File: src/ame_pkg.sv
// Package for the accumulator machine execute unit: payload structs, codes, sizes.
// Used by every module of the block; depends on nothing.
`timescale 1ns / 1ps
package ame_pkg;

    localparam int MemDepth = 256;
    localparam int AddrW    = $clog2(MemDepth);
    localparam int CountW   = AddrW + 1;

    localparam logic [1:0] ACT_APPEND = 2'd0;
    localparam logic [1:0] ACT_EXEC   = 2'd1;
    localparam logic [1:0] ACT_READ   = 2'd2;

    localparam logic [1:0] ST_RUN  = 2'd0;
    localparam logic [1:0] ST_HALT = 2'd1;
    localparam logic [1:0] ST_ERR  = 2'd2;

    localparam logic [4:0] OP_CLEAR  = 5'd0;
    localparam logic [4:0] OP_AT     = 5'd1;
    localparam logic [4:0] OP_SET    = 5'd2;
    localparam logic [4:0] OP_INSERT = 5'd3;
    localparam logic [4:0] OP_ERASE  = 5'd4;
    localparam logic [4:0] OP_ADDC   = 5'd5;
    localparam logic [4:0] OP_SUBC   = 5'd6;
    localparam logic [4:0] OP_MULC   = 5'd7;
    localparam logic [4:0] OP_DIVC   = 5'd8;
    localparam logic [4:0] OP_ADDM   = 5'd9;
    localparam logic [4:0] OP_SUBM   = 5'd10;
    localparam logic [4:0] OP_MULM   = 5'd11;
    localparam logic [4:0] OP_DIVM   = 5'd12;
    localparam logic [4:0] OP_JREL   = 5'd13;
    localparam logic [4:0] OP_JZ     = 5'd14;
    localparam logic [4:0] OP_JNZ    = 5'd15;
    localparam logic [4:0] OP_NOOP   = 5'd16;
    localparam logic [4:0] OP_HALT   = 5'd17;
    localparam logic [4:0] OP_OUTPUT = 5'd18;
    localparam logic [4:0] OP_CHECK  = 5'd19;

    typedef struct packed {
        logic [1:0]         action;
        logic [4:0]         opcode;
        logic signed [31:0] argument;
        logic signed [63:0] data_word;
        logic [7:0]         read_index;
    } t_req;

    typedef struct packed {
        logic [1:0]         status;
        logic signed [31:0] pc_step;
        logic signed [63:0] acc_value;
        logic signed [63:0] read_word;
        logic [8:0]         mem_size;
    } t_rsp;

    // Command to the shared arithmetic unit.
    typedef struct packed {
        logic        start;
        logic        is_div;
        logic [63:0] a;
        logic [63:0] b;
    } t_alu_cmd;

endpackage

File: src/ame_muldiv.sv
// Iterative 64-bit multiplier and signed divider for the execute unit.
// Depends on ame_pkg.
`timescale 1ns / 1ps
module ame_muldiv (
    input  logic               i_clk,
    input  logic               i_rst_n,
    input  ame_pkg::t_alu_cmd  i_cmd,
    output logic               o_done,
    output logic [63:0]        o_result
);
    // Multiply: 16 steps of 64x4 partial products. Divide: 64 restoring steps.
    logic        r_busy, n_busy;
    logic        r_div;
    logic [6:0]  r_cnt;
    logic [63:0] r_a, r_b, r_q, r_acc;
    logic [64:0] r_rem;
    logic        r_neg;
    logic [64:0] w_trial;
    logic [63:0] w_part;
    logic [63:0] w_abs_a, w_abs_b;

    assign w_abs_a = i_cmd.a[63] ? 64'(-i_cmd.a) : i_cmd.a;
    assign w_abs_b = i_cmd.b[63] ? 64'(-i_cmd.b) : i_cmd.b;
    assign w_trial = {r_rem[63:0], r_q[63]} - {1'b0, r_b};
    assign w_part  = r_b * {60'd0, r_a[3:0]};

    always_comb begin
        n_busy = r_busy;
        if (i_cmd.start) n_busy = 1'b1;
        else if (r_busy && ((r_div && r_cnt == 7'd63) || (!r_div && r_cnt == 7'd15)))
            n_busy = 1'b0;
    end

    always_ff @(posedge i_clk) begin
        if (!i_rst_n) begin
            r_busy <= 1'b0;
            o_done <= 1'b0;
        end else begin
            r_busy <= n_busy;
            o_done <= r_busy && !n_busy;
        end
        if (i_cmd.start) begin
            r_div <= i_cmd.is_div;
            r_cnt <= '0;
            r_acc <= '0;
            r_rem <= '0;
            if (i_cmd.is_div) begin
                r_q   <= w_abs_a;
                r_b   <= w_abs_b;
                r_neg <= i_cmd.a[63] ^ i_cmd.b[63];
            end else begin
                r_a   <= i_cmd.a;
                r_b   <= i_cmd.b;
                r_neg <= 1'b0;
            end
        end else if (r_busy) begin
            r_cnt <= r_cnt + 7'd1;
            if (r_div) begin
                if (!w_trial[64]) begin
                    r_rem <= w_trial;
                    r_q   <= {r_q[62:0], 1'b1};
                end else begin
                    r_rem <= {r_rem[63:0], r_q[63]};
                    r_q   <= {r_q[62:0], 1'b0};
                end
            end else begin
                r_acc <= r_acc + w_part;
                r_a   <= {4'd0, r_a[63:4]};
                r_b   <= {r_b[59:0], 4'd0};
            end
        end
    end

    assign o_result = r_div ? (r_neg ? 64'(-r_q) : r_q) : r_acc;

`ifndef SYNTH
    a_no_restart: assert property (@(posedge i_clk) disable iff (!i_rst_n)
        r_busy |-> !i_cmd.start) else $error("arithmetic unit restarted while busy");
    a_done_end: assert property (@(posedge i_clk) disable iff (!i_rst_n)
        o_done |-> !r_busy) else $error("done while still busy");
    a_cnt_rng: assert property (@(posedge i_clk) disable iff (!i_rst_n)
        r_busy |-> r_cnt <= 7'd63) else $error("step count out of range");
`endif
endmodule

File: config.mk
export PLATFORM = sky130hd
export DESIGN_NAME = ame_muldiv
export DESIGN_NICKNAME = d
export VERILOG_FILES = /design/src/ame_pkg.sv /design/src/ame_muldiv.sv
export SDC_FILE = /design/constraint.sdc
export NUM_CORES = 2
export LEC_CHECK = 0
export BUFFER_PORTS_ARGS = -buffer_cell sky130_fd_sc_hd__buf_2
export CORE_AREA = 3 3 258 260
export CTS_BUF_LIST = sky130_fd_sc_hd__clkbuf_4 sky130_fd_sc_hd__clkbuf_8
export DETAILED_ROUTE_END_ITERATION = 10
export DIE_AREA = 0 0 261 263
export GPL_ROUTABILITY_DRIVEN = 0
export GPL_TIMING_DRIVEN = 0
export PLACE_DENSITY = 0.69
export RECOVER_POWER = 25
export SYNTH_ARGS = -nofsm -noshare
export SYNTH_HDL_FRONTEND = slang
export SYNTH_SLANG_ARGS = --single-unit
File: constraint.sdc
create_clock -name i_clk -period 8.8 [get_ports i_clk]
set_clock_uncertainty 0.2 [all_clocks]
set_input_delay 0.44 -clock i_clk [delete_from_list [all_inputs] [get_ports i_clk]]
set_output_delay 0.44 -clock i_clk [all_outputs]
set_load 0.01 [all_outputs]
==> summary.md <==
| Metric | Value |
|---|---|
| Clk pwr share | `21.2%` |
| Non-filler cells, final | `5,191` |
| Row count | `93` |
| Routed WL | `114.7 mm` |
| Slew HR | `-27.70%` |
| Largest fanout on the critical path | `10` |
| Worst path max stage delay | `870 ps` |
| CTS tree | `yes` |
| CP delay by family, top | `compound AO/OA/AOI/OAI gates` |
| Share of power burned in registers | `25.6%` |
| Total GRT Usage | `32.56%` |
| Share of layout cells above drive strength 1 | `9.252%` |
| Reg-to-Reg Start | `r_a[1]` |
| Post-synth EDFFs | `194` |
| Fillers | `5,932` |
| I/O Buffers | `196` |
| Switching pwr | `3.779 mW` |
| Main synth FF type | `edfxtp_1` |
| Post-placement cell count | `4,974` |
| Status | `complete, but fails checks` |
| Post CTS Setup Buffer Count | `0` |
| Most used cell, CP | `fa_1` |
| Sw Share | `46.21%` |
| Critical path startpoint | `r_a[1]` |
| Post-synthesis sequential area ratio | `26.67%` |
| Final min period | `7207 ps` |
| Post-CTS Hold Buffers | `94` |
| Distinct cells, synth | `82` |
| Net Count, Synth | `4,367` |
| TritonCTS buffer count | `67` |
| Post-cts sizing count | `0` |
| Nature of the critical path startpoint | `flop` |
| CP Data Arrival Time | `7560 ps` |
| Core Box Area | `64,350 µm²` |
| CTS Sinks | `331` |
| Worst path cell trace | `clkbuf_1 > clkbuf_1 > and2_1 > fa_1 > fa_1 > inv_1 > fa_1 > inv_1 > ha_1 > o21ai_0 > o21ai_0 > nand3_1 > a21oi_1 > o2111ai_1 > a2111oi_0 > buf_1 > o2111ai_1 > and3b_1 > o32ai_1` |
| RSZ-0062 raised after global routing | `false` |
| Synthesized area | `32,130 µm²` |
| Leakage | `15.48 nW` |
| Pwr Density | `223.6 nW/µm²` |
| Final core utilization | `56.83%` |
| Final Cycle Share | `81.90%` |
| Chip Height | `263 µm` |
| Top Metal Used | `met5` |
| Via-per-instance ratio | `6.059` |
| Final Hold Vio Count | `0` |
| Die W | `261 µm` |
| Combinational Power Share | `53.3%` |
| # nets final | `4,732` |
| Cell Int Power | `4.398 mW` |
| Vias after detailed routing | `31,450` |
| Routed met1 length | `46.53 mm` |
| First-pass GRT wire length | `172.4 mm` |
| DRC Markers | `0` |
| Bufs on Longest Clock Path | `3` |
| GRT overflow | `0` |
| Post-synth ARST share | `0%` |
| Worst-skew pair later-pin latency | `690 ps` |
| Largest net degree at the start of global routing | `42` |
| # setup viols final | `0` |
| Least-Margin Pin Slew | `1889 ps` |
| VDD IR max | `0.0001542 V` |
| Total die area | `68,640 µm²` |
| Clk slew on worst S/H paths | `60 ps` |
| DRT iter0 DRCs | `3,421` |
| Failing checks | `max-capacitance violations, max-slew violations` |
| Crit end category | `flop` |
| Drt wl/cell | `22.10 µm` |
| IO Pins | `197` |
| Syn Inst Count | `3,917` |
| Root Driver | `clkbuf_8` |
| Setup TNS | `0 ps` |
| Seq cells post-synth | `331` |
| Number of max-cap violations | `2` |
| DP HPWL | `88.90 mm` |
| Worst Hold Class | `primary input to flop` |
| ANT nets after route | `0` |
| Vias in the first global route | `29,550` |
| Initial antenna violation count | `2` |
| Worst Hold Launch | `i_cmd[1]` |
| WS Path Type | `flop to flop` |
| Synth warn | `0` |
| CP max-delay cell | `a2111oi_0` |
| DR WL met2 | `49.42 mm` |
| H-Tree Depth | `3` |
| Area grow syn2layout | `13.83%` |
| Initial core utilization | `49.93%` |
| Slew Limit Fails | `42` |
| Fmax | `138.7 MHz` |
| Required @ worst endpoint | `9150 ps` |
| Met3 wire len | `12.11 mm` |
| CP bufs+invs | `5` |
| Drt pass-1 iters | `6` |
| Syn Area/Cell | `8.202 µm²` |
-- logic make-up (layout without fill, tap and decap cells) --
group                      after synthesis  after routing  synth area share, %
AOI/OAI and AO/OA                     1037           1037                19.85
xor gates and xnor gates               256            256                6.979
adders and majority gates              318            318                16.66
buffers and inverters                  612           1029                7.170
DFF                                    331            331                26.67
muxes                                   82             82                2.765
other                                    0              2                    0
and+or+nand+nor                       1281           1281                19.90
-- Yosys cell counts (all sizes together) (22+ instances only) --
cell type  count  area [µm²]
a21o          66       495.5
a21oi        416        2082
a31oi         64       400.4
and2         244        1526
and3          29       181.4
clkbuf       202       758.2
dfxtp        137        2743
edfxtp       194        5826
fa           183        3664
ha           135        1689
inv          396        1486
mux2          54       608.1
mux2i         28       280.3
nand2        343        1287
nand2b        24       150.1
nand3         54       270.3
nand4         56       350.3
nor2         308        1156
nor3          65       325.3
nor4          22       173.9
o21a          26       195.2
o21ai        212        1061
o21bai        23       172.7
o31ai         49       405.4
o41ai         23       216.5
or3           49       316.5
xnor2        101       884.6
xor2         155        1358
-- tightest hold or removal path, stage by stage --
cell and delay (ps):
buf_2 150, nand2_1 70, a21oi_1 60
-- power by group through the flow --
stage	combinational, mW	sequential [mW]	clock [mW]
4_1_cts	4.28	2.07	1.74
3_5_place_dp	4.21	2.10	0
5_1_grt	4.84	2.09	1.81
3_3_place_gp	4.17	2.11	0
6_report	4.36	2.09	1.73
2_1_floorplan	3.14	1.98	0
-- cell usage in the layout (no fill, tap or decap), types with 101 or more instances in the layout --
cell | synthesis | final
a21oi_1 | 416 | 416
and2_1 | 244 | 242
buf_2 | 5 | 197
clkbuf_1 | 202 | 210
dfxtp_1 | 137 | 137
edfxtp_1 | 194 | 194
fa_1 | 183 | 183
ha_1 | 135 | 135
inv_1 | 395 | 395
nand2_1 | 343 | 343
nor2_1 | 308 | 308
o21ai_0 | 212 | 211
xnor2_1 | 101 | 101
xor2_1 | 155 | 155
-- state kept, by name, summed over array words and instances, names as in the netlist, 7 cells and up --
register / count
r_a: 64
r_q: 64
r_rem: 64
r_b: 64
r_acc: 64
r_cnt: 7
-- final timing paths --
check / end / cells past startpoint / slack, ps
setup / recovery: r_acc[56] / 19 / 1590
hold reg to reg: r_acc[27] / 2 / 250
hold / removal: r_b[1] / 3 / 40
setup reg to reg: r_acc[56] / 19 / 1590
-- cell type report --
type,count,area (µm²),area share (%)
plain buffers,216,817.0,2.234
clock buffers,103,1242,3.397
flip-flops and latches,331,8568,23.43
inverters,396,1488,4.068
clock inverters,18,141.4,0.3866
well taps,855,1070,2.925
repair buffers,296,2004,5.481
diodes,2,5.005,0.01369
multi-input cells,2974,21230,58.06
-- stage by stage --
step           setup WS (ps)  hold WS [ps]  area, µm²  power, mW
2_1_floorplan           2257         231.9      32130      5.117
3_3_place_gp           -1717         239.8      34180      6.282
3_5_place_dp            1959         243.1      34290      6.317
4_1_cts                 1931         1.467      36610      8.089
5_1_grt                 1506         36.26      36570      8.739
6_report                1593         37.01      36570      8.177
-- routing by layer --
layer	track usage, %	vias to the layer above
met5	0	-
met4	16.23	2
met3	6.657	357
met2	49.07	1795
met1	44.43	14950
li1	-	14350
Note: power is estimated with default switching activity, not from simulation.
